**config.mk**
```make
export PLATFORM = sky130hd
export DESIGN_NAME = oid_arc_base128_encoder
export DESIGN_NICKNAME = d
export VERILOG_FILES = /design/src/rtl/oab_pkg.sv /design/src/rtl/oab_queue.sv /design/src/rtl/oab_front.sv /design/src/rtl/oab_back.sv /design/src/rtl/oid_arc_base128_encoder.sv
export VERILOG_INCLUDE_DIRS = /design/src /design/src/rtl
export SDC_FILE = /design/constraint.sdc
export NUM_CORES = 1
export LEC_CHECK = 0
export BUFFER_PORTS_ARGS = -buffer_cell sky130_fd_sc_hd__buf_4
export CELL_PAD_IN_SITES_DETAIL_PLACEMENT = 0
export CELL_PAD_IN_SITES_GLOBAL_PLACEMENT = 2
export CORE_ASPECT_RATIO = 0.7
export CORE_UTILIZATION = 44
export CTS_BUF_LIST = sky130_fd_sc_hd__clkbuf_16
export DETAILED_ROUTE_END_ITERATION = 6
export GPL_TIMING_DRIVEN = 0
export PLACE_DENSITY = 0.94
export SKIP_CTS_REPAIR_TIMING = 1
export SLEW_MARGIN = 10
export SYNTH_ARGS = -nofsm -noshare
export SYNTH_HDL_FRONTEND = slang
export SYNTH_SLANG_ARGS = --single-unit
```
**constraint.sdc**
```tcl
create_clock -name clk -period 5.4 [get_ports clk]
set_input_delay 0.54 -clock clk [delete_from_list [all_inputs] [get_ports clk]]
set_output_delay 0.54 -clock clk [all_outputs]
set_load 0.02 [all_outputs]
```
**src/rtl/oid_arc_base128_encoder_macros.svh**
```systemverilog
// assertion macros for the object identifier arc encoder
`ifndef OID_ARC_BASE128_ENCODER_MACROS_SVH
`define OID_ARC_BASE128_ENCODER_MACROS_SVH

// same-cycle implication, checked out of reset
`define OAB_ASSERT_SAME(lbl, ante, cons, msg) \
  lbl: assert property (@(posedge clk) disable iff (!rst_n) (ante) |-> (cons)) else $error(msg);

// next-cycle implication, checked out of reset
`define OAB_ASSERT_NEXT(lbl, ante, cons, msg) \
  lbl: assert property (@(posedge clk) disable iff (!rst_n) (ante) |=> (cons)) else $error(msg);

`endif

```
**src/rtl/oab_pkg.sv**
```systemverilog
// shared types and constants for the object identifier arc encoder
package oab_pkg;

  // width of one base-128 digit and of one output byte
  localparam int DIGIT_W = 7;
  localparam int BYTE_W  = 8;

  // combined first-arc multiplier and largest single-byte value
  localparam int unsigned FIRST_MULT = 40;
  localparam logic [9:0]  BYTE_MAX   = 10'h0ff;

  // command queue depth between front and back
  localparam int Q_DEPTH = 2;
  localparam int Q_PTR_W = 1;
  localparam int Q_CNT_W = 2;

  // position of an arc within its identifier
  typedef enum logic [1:0] {
    PH_FIRST  = 2'd0,
    PH_SECOND = 2'd1,
    PH_LATER  = 2'd2,
    PH_DROP   = 2'd3
  } phase_t;

  // kind of work handed to the back end
  typedef enum logic [1:0] {
    CMD_BYTE = 2'd0,
    CMD_ERR  = 2'd1,
    CMD_ARC  = 2'd2
  } cmd_kind_t;

  localparam int KIND_W = 2;

endpackage

```
**src/rtl/oab_queue.sv**
```systemverilog
// two-entry command queue between the front and back ends
module oab_queue
  import oab_pkg::*;
#(
  parameter int WIDTH = 8
) (
  input  logic             clk,
  input  logic             rst_n,
  input  logic             push,
  output logic             push_ready,
  input  logic [WIDTH-1:0] push_data,
  output logic             pop_valid,
  input  logic             pop,
  output logic [WIDTH-1:0] pop_data
);

  logic [WIDTH-1:0]   mem_r [Q_DEPTH];
  logic [Q_PTR_W-1:0] wr_ptr_r, wr_ptr_nxt;
  logic [Q_PTR_W-1:0] rd_ptr_r, rd_ptr_nxt;
  logic [Q_CNT_W-1:0] count_r, count_nxt;
  logic               do_push, do_pop;

  assign push_ready = (count_r != Q_CNT_W'(Q_DEPTH));
  assign pop_valid  = (count_r != '0);
  assign pop_data   = mem_r[rd_ptr_r];
  assign do_push    = push && push_ready;
  assign do_pop     = pop && pop_valid;

  // pointer and fill count
  always_comb begin
    wr_ptr_nxt = do_push ? wr_ptr_r + 1'b1 : wr_ptr_r;
    rd_ptr_nxt = do_pop ? rd_ptr_r + 1'b1 : rd_ptr_r;
    count_nxt  = count_r;
    if (do_push && !do_pop) begin
      count_nxt = count_r + 1'b1;
    end else if (do_pop && !do_push) begin
      count_nxt = count_r - 1'b1;
    end
  end

  always_ff @(posedge clk) begin
    if (!rst_n) begin
      wr_ptr_r <= '0;
      rd_ptr_r <= '0;
      count_r  <= '0;
    end else begin
      wr_ptr_r <= wr_ptr_nxt;
      rd_ptr_r <= rd_ptr_nxt;
      count_r  <= count_nxt;
    end
  end

  // storage
  always_ff @(posedge clk) begin
    if (do_push) begin
      mem_r[wr_ptr_r] <= push_data;
    end
  end

endmodule

```
**src/rtl/oab_front.sv**
```systemverilog
// front end: tracks identifier phase and turns each arc after the first, bar dropped arcs, into a back-end command
module oab_front
  import oab_pkg::*;
#(
  parameter  int ARC_BITS = 31,
  localparam int MAXG     = (ARC_BITS + DIGIT_W - 1) / DIGIT_W,
  localparam int IW       = $clog2(MAXG),
  localparam int PW       = DIGIT_W * MAXG,
  localparam int QW       = KIND_W + IW + ARC_BITS
) (
  input  logic                clk,
  input  logic                rst_n,
  input  logic                in_valid,
  output logic                in_ready,
  input  logic [ARC_BITS-1:0] in_arc,
  input  logic                in_starts,
  output logic                q_push,
  input  logic                q_ready,
  output logic [QW-1:0]       q_data
);

  phase_t          phase_r, phase_nxt;
  logic [2:0]      first_r, first_nxt;
  logic            accept;
  logic [PW-1:0]   arc_pad;
  logic [9:0]      first_x40;
  logic [9:0]      combined;
  logic            over;
  logic [2:0]      first_sat;
  logic [IW-1:0]   last_idx;
  cmd_kind_t       kind;
  logic [ARC_BITS-1:0] value;

  assign in_ready = q_ready;
  assign accept   = in_valid && q_ready;
  assign arc_pad  = PW'(in_arc);

  // second-arc combine: 40 * first + arc, with overflow past one byte
  assign first_x40 = 10'(first_r) * 10'(FIRST_MULT);
  assign combined  = first_x40 + {2'b00, arc_pad[7:0]};
  assign over      = (|arc_pad[PW-1:BYTE_W]) || (combined > BYTE_MAX);

  // first arc saturates at seven
  assign first_sat = (|arc_pad[PW-1:3]) ? 3'd7 : arc_pad[2:0];

  // index of the most significant nonzero digit
  always_comb begin
    last_idx = '0;
    for (int i = 1; i < MAXG; i++) begin
      if ((arc_pad >> (DIGIT_W * i)) != '0) begin
        last_idx = IW'(i);
      end
    end
  end

  // phase sequencing and command issue
  always_comb begin
    phase_nxt = phase_r;
    first_nxt = first_r;
    q_push    = 1'b0;
    kind      = CMD_ARC;
    value     = in_arc;
    if (accept) begin
      priority if (in_starts || phase_r == PH_FIRST) begin
        first_nxt = first_sat;
        phase_nxt = PH_SECOND;
      end else begin
        unique case (phase_r)
          PH_SECOND: begin
            q_push = 1'b1;
            if (over) begin
              kind      = CMD_ERR;
              value     = '0;
              phase_nxt = PH_DROP;
            end else begin
              kind      = CMD_BYTE;
              value     = ARC_BITS'(combined[7:0]);
              phase_nxt = PH_LATER;
            end
          end
          PH_LATER: begin
            q_push = 1'b1;
            kind   = CMD_ARC;
          end
          PH_DROP:  q_push = 1'b0;
          PH_FIRST: q_push = 1'b0;
        endcase
      end
    end
  end

  assign q_data = {kind, (kind == CMD_ARC) ? last_idx : IW'(0), value};

  always_ff @(posedge clk) begin
    if (!rst_n) begin
      phase_r <= PH_FIRST;
      first_r <= '0;
    end else begin
      phase_r <= phase_nxt;
      first_r <= first_nxt;
    end
  end

endmodule

```
**src/rtl/oab_back.sv**
```systemverilog
// back end: emits one content byte per cycle from the head command unless the output stalls
module oab_back
  import oab_pkg::*;
#(
  parameter  int ARC_BITS = 31,
  localparam int MAXG     = (ARC_BITS + DIGIT_W - 1) / DIGIT_W,
  localparam int IW       = $clog2(MAXG),
  localparam int PW       = DIGIT_W * MAXG,
  localparam int QW       = KIND_W + IW + ARC_BITS
) (
  input  logic              clk,
  input  logic              rst_n,
  input  logic              q_valid,
  output logic              q_pop,
  input  logic [QW-1:0]     q_data,
  output logic              out_valid,
  input  logic              out_ready,
  output logic [BYTE_W-1:0] out_byte,
  output logic              out_last,
  output logic              out_err
);

  logic [ARC_BITS-1:0] value;
  logic [PW-1:0]       value_pad;
  logic [IW-1:0]       last_idx;
  cmd_kind_t           kind;
  logic [IW-1:0]       idx_r, idx_nxt;
  logic [IW-1:0]       shift_idx;
  logic [DIGIT_W-1:0]  digit;
  logic                load;
  logic                valid_r, valid_nxt;
  logic [BYTE_W-1:0]   byte_r, byte_nxt;
  logic                last_r, last_nxt;
  logic                err_r, err_nxt;

  // unpack head command
  assign value     = q_data[ARC_BITS-1:0];
  assign last_idx  = q_data[ARC_BITS +: IW];
  assign kind      = cmd_kind_t'(q_data[ARC_BITS+IW +: KIND_W]);
  assign value_pad = PW'(value);

  // digit select, most significant digit first
  assign shift_idx = last_idx - idx_r;
  always_comb begin
    digit = '0;
    for (int i = 0; i < MAXG; i++) begin
      if (shift_idx == IW'(i)) begin
        digit = value_pad[DIGIT_W*i +: DIGIT_W];
      end
    end
  end

  // output register refills when empty or being drained
  assign load = q_valid && (!valid_r || out_ready);

  always_comb begin
    byte_nxt  = byte_r;
    last_nxt  = last_r;
    err_nxt   = err_r;
    idx_nxt   = idx_r;
    q_pop     = 1'b0;
    valid_nxt = out_ready ? 1'b0 : valid_r;
    if (load) begin
      valid_nxt = 1'b1;
      unique case (kind)
        CMD_BYTE: begin
          byte_nxt = value[BYTE_W-1:0];
          last_nxt = 1'b1;
          err_nxt  = 1'b0;
        end
        CMD_ERR: begin
          byte_nxt = '0;
          last_nxt = 1'b1;
          err_nxt  = 1'b1;
        end
        CMD_ARC: begin
          last_nxt = (idx_r == last_idx);
          byte_nxt = {~(idx_r == last_idx), digit};
          err_nxt  = 1'b0;
        end
        default: begin
          byte_nxt = '0;
          last_nxt = 1'b1;
          err_nxt  = 1'b0;
        end
      endcase
      if (last_nxt) begin
        q_pop   = 1'b1;
        idx_nxt = '0;
      end else begin
        idx_nxt = idx_r + 1'b1;
      end
    end
  end

  always_ff @(posedge clk) begin
    if (!rst_n) begin
      valid_r <= 1'b0;
      idx_r   <= '0;
    end else begin
      valid_r <= valid_nxt;
      idx_r   <= idx_nxt;
    end
  end

  always_ff @(posedge clk) begin
    byte_r <= byte_nxt;
    last_r <= last_nxt;
    err_r  <= err_nxt;
  end

  assign out_valid = valid_r;
  assign out_byte  = byte_r;
  assign out_last  = last_r;
  assign out_err   = err_r;

endmodule

```
**src/rtl/oid_arc_base128_encoder.sv**
```systemverilog
// top level of the object identifier arc content encoder
// Takes object identifier arcs one per transaction and emits ASN.1 content
// bytes. The front end takes one arc per cycle while the command queue has
// room: a first arc (in_tuser high, or the first arc after reset) is stored
// and yields nothing, the second arc yields one byte 40*first+second or one
// error byte (out_tuser high, data 0) after which arcs are dropped until the
// next first arc, and each later arc yields its minimal big-endian base-128
// form with bit 7 set on all bytes but the last (out_tlast). The back end
// emits one byte per cycle while out_tready is high, and an arc takes 1 to
// (ARC_BITS+6)/7 bytes, five at the default width. A two-entry command queue
// sits between the ends; the output register accepts a new byte in the cycle
// its current one is taken. A command is queued, then its bytes registered.
module oid_arc_base128_encoder
  import oab_pkg::*;
#(
  parameter  int ARC_BITS = 31,
  localparam int IN_W     = ((ARC_BITS + 7) / 8) * 8,
  localparam int MAXG     = (ARC_BITS + DIGIT_W - 1) / DIGIT_W,
  localparam int IW       = $clog2(MAXG),
  localparam int QW       = KIND_W + IW + ARC_BITS
) (
  input  logic              clk,
  input  logic              rst_n,
  input  logic              in_tvalid,
  output logic              in_tready,
  input  logic [IN_W-1:0]   in_tdata,   // arc, zero padded above
  input  logic              in_tuser,   // starts_oid
  output logic              out_tvalid,
  input  logic              out_tready,
  output logic [BYTE_W-1:0] out_tdata,  // out_byte
  output logic              out_tlast,  // last_of_arc
  output logic              out_tuser   // error
);

`include "oid_arc_base128_encoder_macros.svh"

  logic          q_push;
  logic          q_ready;
  logic [QW-1:0] q_wdata;
  logic          q_valid;
  logic          q_pop;
  logic [QW-1:0] q_rdata;

  // arc classification
  oab_front #(
    .ARC_BITS (ARC_BITS)
  ) u_front (
    .clk       (clk),
    .rst_n     (rst_n),
    .in_valid  (in_tvalid),
    .in_ready  (in_tready),
    .in_arc    (in_tdata[ARC_BITS-1:0]),
    .in_starts (in_tuser),
    .q_push    (q_push),
    .q_ready   (q_ready),
    .q_data    (q_wdata)
  );

  // command queue
  oab_queue #(
    .WIDTH (QW)
  ) u_queue (
    .clk        (clk),
    .rst_n      (rst_n),
    .push       (q_push),
    .push_ready (q_ready),
    .push_data  (q_wdata),
    .pop_valid  (q_valid),
    .pop        (q_pop),
    .pop_data   (q_rdata)
  );

  // byte emission
  oab_back #(
    .ARC_BITS (ARC_BITS)
  ) u_back (
    .clk       (clk),
    .rst_n     (rst_n),
    .q_valid   (q_valid),
    .q_pop     (q_pop),
    .q_data    (q_rdata),
    .out_valid (out_tvalid),
    .out_ready (out_tready),
    .out_byte  (out_tdata),
    .out_last  (out_tlast),
    .out_err   (out_tuser)
  );

  // error byte is a lone zero byte closing its arc
  `OAB_ASSERT_SAME(a_err_shape, out_tvalid && out_tuser, (out_tdata == '0) && out_tlast, "error byte malformed")

  // continuation bit on every byte that is not the last of its arc
  `OAB_ASSERT_SAME(a_cont_bit, out_tvalid && !out_tlast, out_tdata[BYTE_W-1] && !out_tuser, "missing continuation bit")

  // a first arc never issues work to the back end
  `OAB_ASSERT_SAME(a_first_silent, in_tvalid && in_tready && in_tuser, !q_push, "first arc issued a command")

  // a byte leaving the back end on a pop is shown next cycle
  `OAB_ASSERT_NEXT(a_pop_shows, q_pop, out_tvalid && out_tlast, "popped command not presented")

endmodule
```
### After elaboration in Yosys (flattened, before gate mapping)

Memories as Yosys holds them, arrays and structs flattened. A register that Yosys moved wholly into a read port is not among the register bits.
Index checks and enable logic that the tools add are counted.

* bits in registers: 23
* output and inout port bits: 12
* memory bits (writable): 72
* memories kept: 1

* multiplexer cells: 40
* reduce and logical (&&, ||, !) cells: 29
* magnitude comparators: 1
* bitwise operators: 1
* add/sub/neg operators: 7
* eq/ne operators: 12
* multipliers: 1

Memories
* u_queue.mem_r: words 2, width 36, read ports 1, clocked after Yosys merged registers in 1, write ports 1, RTL line oab_queue.sv:17 `logic [WIDTH-1:0] mem_r [Q_DEPTH];`

Operators with widths (count)
* $reduce_bool A35 Y1: 4
* $mux W31: 3
* $mux W7: 5
* $reduce_or A28 Y1: 1
* $reduce_or A23 Y1: 1
* $mux W3: 6
* $mux W1: 16
* $pmux W8 S2: 1
* $mux W2: 7
* $add A9 B8 Y10: 1
* $gt A10 B8 Y1 const B: 1
* $eq A2 B2 Y1 const B: 4
* $mux W8: 1
* $reduce_bool A2 Y1: 4
* $eq A3 B2 Y1 const B: 2
* $logic_and A1 B1 Y1: 6
* $mul A3 B3 Y6 const B: 1
* $eq A2 B1 Y1 const B: 2
* $logic_not A2 Y1: 2
* $reduce_and A2 Y1: 2
* $reduce_or A2 Y1: 2
* $add A3 B1 Y3 const B: 1
* $eq A3 B1 Y1 const B: 1
* $eq A3 B3 Y1: 1
* other kinds (11): 16

### Depth between registers and ports, before layout

* depth after elaboration: 10
* depth in mapped cells: 13
* depth with buffers taken out: 10

### By module

Synthesis repeated with hierarchy kept, for this count alone.

* cells, all modules: 375
* area total of the unflattened synthesis: 4818.4 um2

By module, submodules not included
* oab_queue: instances 1, area an instance 2832.7 um2, cells an instance 136, sequential area each 2262.2 um2
* oab_front: instances 1, area an instance 1009.7 um2, cells an instance 133, sequential area each 100.1 um2
* oab_back: instances 1, area an instance 975.9 um2, cells an instance 106, sequential area each 380.4 um2

### Least setup slack after synthesis

OpenSTA, ideal clock, no wires.

* path kind: reg2reg
* from: reg with a tool-made name
* to: reg u_back.byte_r[0], in the netlist u_back.out_byte[0], data pin
* stages on the path, launching flop included: 11
* data required time: 5.126 ns
* path slack: 2.275 ns
* arrival: 2.851 ns
* period minus slack after synthesis: 3.125 ns
* cell sequence: dfxtp_1 -> buf_4 -> buf_2 -> buf_2 -> mux2i_1 -> ha_1 -> fa_1 -> clkbuf_1 -> mux4_2 -> mux2i_1 -> o221ai_1

RTL lines
* end signal: assignment: RTL line oab_back.sv:107 `byte_r <= byte_nxt;`
* end: declaration: RTL line oab_back.sv:32 `logic [BYTE_W-1:0] byte_r, byte_nxt;`

==> results by group <==
Run status
  • Outcome: completed

Global route
  • Total GRT Usage: 20.4%
  • First-pass GRT wire length: 15500 microns
  • Antenna violations before repair: 0
  • Vias in the first global route: 2833
  • Pin count of the biggest net entering global routing: 30
  • Grt total ovfl: 0

Timing
  • Number of hold violations in the final report: 0
  • Slew margin rel.: 47.4%
  • Crit path time final: 4.05 ns
  • Worst slew pin tran: 0.788 ns
  • Final Setup Violations: 0
  • Unrepaired setup endpoints after global routing: false
  • Hold slack: 0.471 ns
  • Highest Clock Rate: 247 MHz
  • Max-slew violation count: 0
  • Setup TNS: 0 ns
  • Final worst-path cycle share: 74.9%
  • Skew final: 0.00631 ns

Logic synthesis
  • Area leader, netlist: edfxtp_1
  • Post-synth ARST share: 0%
  • Post-synth EDFFs: 82
  • Post-Syn Nets: 374
  • Top cells by area, synth: edfxtp_1 54%, mux4_2 7.0%, dfxtp_1 6.2%, mux2i_1 4.7%, ha_1 3.9%
  • Seq cells post-synth: 96
  • Seq/Total Area, Yosys: 60.7%
  • Top FF cell, synth: edfxtp_1
  • Synth warn: 0
  • Avg Cell Area, Syn: 14.1 sq um
  • Synth cell types: 49
  • Post-synthesis cell area: 4520 sq um
  • Yosys top cell area share: 54.5%
  • Cells after synthesis: 321

Pwr
  • Worst VDD drop: 0.185 mV
  • Power Density: 403 nW/um^2
  • Power Total: 2.16 mW
  • Leakage power: 1.89 nW

Die
  • Core ar.: 9830 sq um
  • Initial Util: 46.0%
  • Number of I/O pins: 49
  • Standard-cell rows: 30
  • Die ar.: 10700 sq um
  • Die width: 123 microns
  • Die Height: 86.8 microns

Clock tree
  • Worst-case clock buffer depth: 2
  • TritonCTS buffer count: 9
  • Number of H-tree levels: 3
  • CTS tree: yes
  • Root Buffer: clkbuf_16
  • Clock Latency Late Sink: 0.34 ns
  • Clock Sinks: 96
  • Clock Pin Slew Worst Setup and Hold Paths: 0.07 ns

Cells and area
  • Syn-to-layout area delta: 18.5%
  • Finished Layout Cells: 514
  • Antenna Cells: 0
  • Share of cells above drive strength 1: 24.1%
  • Nets: 434

Routing
  • DRC: 0
  • DR vias: 2818
  • Final WL: 9850 microns
  • Via density: 5.48
  • Drt wl/cell: 19.2 microns
  • Post-route ant nets: 0
  • Drt first pass iters: 4
  • Initial drt markers: 293

Worst setup path
  • Setup crit end kind: flop
  • Max Fanout on Critical Path: 10
  • Worst path required time: 5.46 ns
  • Kind of critical path: reg2reg
  • Crit path launch type: flop
  • Critical Path AT: 4.11 ns

Placed design
  • Placed cell count: 498
  • Detailed Place HPWL: 7300 microns
  • Routability-driven placement congestion ratio: 0.795
  • Port bufs: 47

Min path
  • HP Class: reg2reg

Job
  • Max-cap viol count: 0
-- layout by cell type (no fill, tap or decap), drive strengths merged, types with 3 or more instances in the layout --
master / instances
xor2: 3
or2: 5
o22ai: 6
nor3: 7
mux4: 14
inv: 22
a22o: 4
or3: 3
dfxtp: 14
nand3: 4
clkbuf: 15
o21a: 3
and2: 25
xnor2: 4
mux2i: 21
edfxtp: 82
nor2b: 4
nor2: 18
o221a: 4
buf: 53
a21oi: 11
nand2: 10
or4: 5
o21ai: 6
ha: 14
nand2b: 3
a31oi: 4
o221ai: 3
-- registers in the layout (all words and copies together) (netlist names), named ones only --
signal	flops
u_back.idx_r	3
u_back.out_byte	8
u_front.phase_r	2
u_queue.mem_r	72
u_front.first_r	3
u_back.out_err	1
u_queue.count_r	2
u_queue.rd_ptr_r	1
u_back.out_last	1
u_queue.wr_ptr_r	1
u_back.out_valid	1
-- Yosys cell counts, types with 7 or more instances --
cell type,number
edfxtp_1,82
nand2_1,10
mux4_2,14
ha_1,14
nor3_1,7
dfxtp_1,14
and2_1,24
nor2_1,15
inv_1,15
mux2i_1,21
a21oi_1,11
-- through the flow --
stage / cell area [sq um] / util (%) / worst slack [ns]
detailed placement: 5090 / 51.7 / 1.34
global route: 5360 / 54.5 / 1.21
CTS: 5360 / 54.5 / 1.36
floorplan: 4520 / - / 2.28
global placement: 5030 / 51.2 / 1.44
finish: 5360 / 54.5 / 1.35
-- cells by family after synthesis --
kind of cell	Yosys count	synth area share, %
adders and majority gates	16	4.76
AOI/OAI and AO/OA	48	7.45
xor gates and xnor gates	7	1.36
muxes	35	11.6
and+or+nand+nor	91	11.6
DFF	96	60.7
buffers and inverters	28	2.49
-- worst max-delay path, cell delays in order (launching register included) --
cell      delay, ns
dfxtp_1        0.34
buf_4          0.23
buf_2          0.37
buf_2          0.41
mux2i_1        0.13
ha_1           0.20
fa_1           0.71
clkbuf_1       0.61
mux4_2         0.40
mux2i_1        0.24
o22ai_1        0.11
-- per-layer routing --
metal / global-route usage [%] / up-vias / wire length [microns]
li1: - / 1349 / -
met4: 3.94 / 0 / 76
met3: 4.93 / 5 / 769
met1: 29.3 / 1368 / 4610
met5: 0 / - / 0
met2: 31.8 / 96 / 4400
-- final cells by class --
class                   instances  area, sq um
multi-input cells             197         1680
flip-flops and latches         96         2740
clock inverters                 7         42.5
fillers                       834         4480
plain buffers                  10         45.0
repair buffers                 49          393
clock buffers                   9          225
inverters                      18         67.6
well taps                     128          160
-- where the power goes --
| part | switching [mW] | total [mW] | internal [mW] |
|---|---|---|---|
| Combinational | 0.373 | 0.667 | 0.295 |
| Sequential | 0.0303 | 0.923 | 0.893 |
| Clock | 0.261 | 0.569 | 0.309 |
-- path summary, 6_finish.rpt --
kind                                      start            endpoint  slack, ns  cells after the start
worst max-delay path                       flop  u_back.out_byte[5]       1.35                     10
worst min-delay path            u_back.idx_r[2]     u_back.idx_r[2]       0.47                      2
worst max register to register             flop  u_back.out_byte[5]       1.35                     10
worst min register to register  u_back.idx_r[2]     u_back.idx_r[2]       0.47                      2
Power figures use the tool's default switching activity.
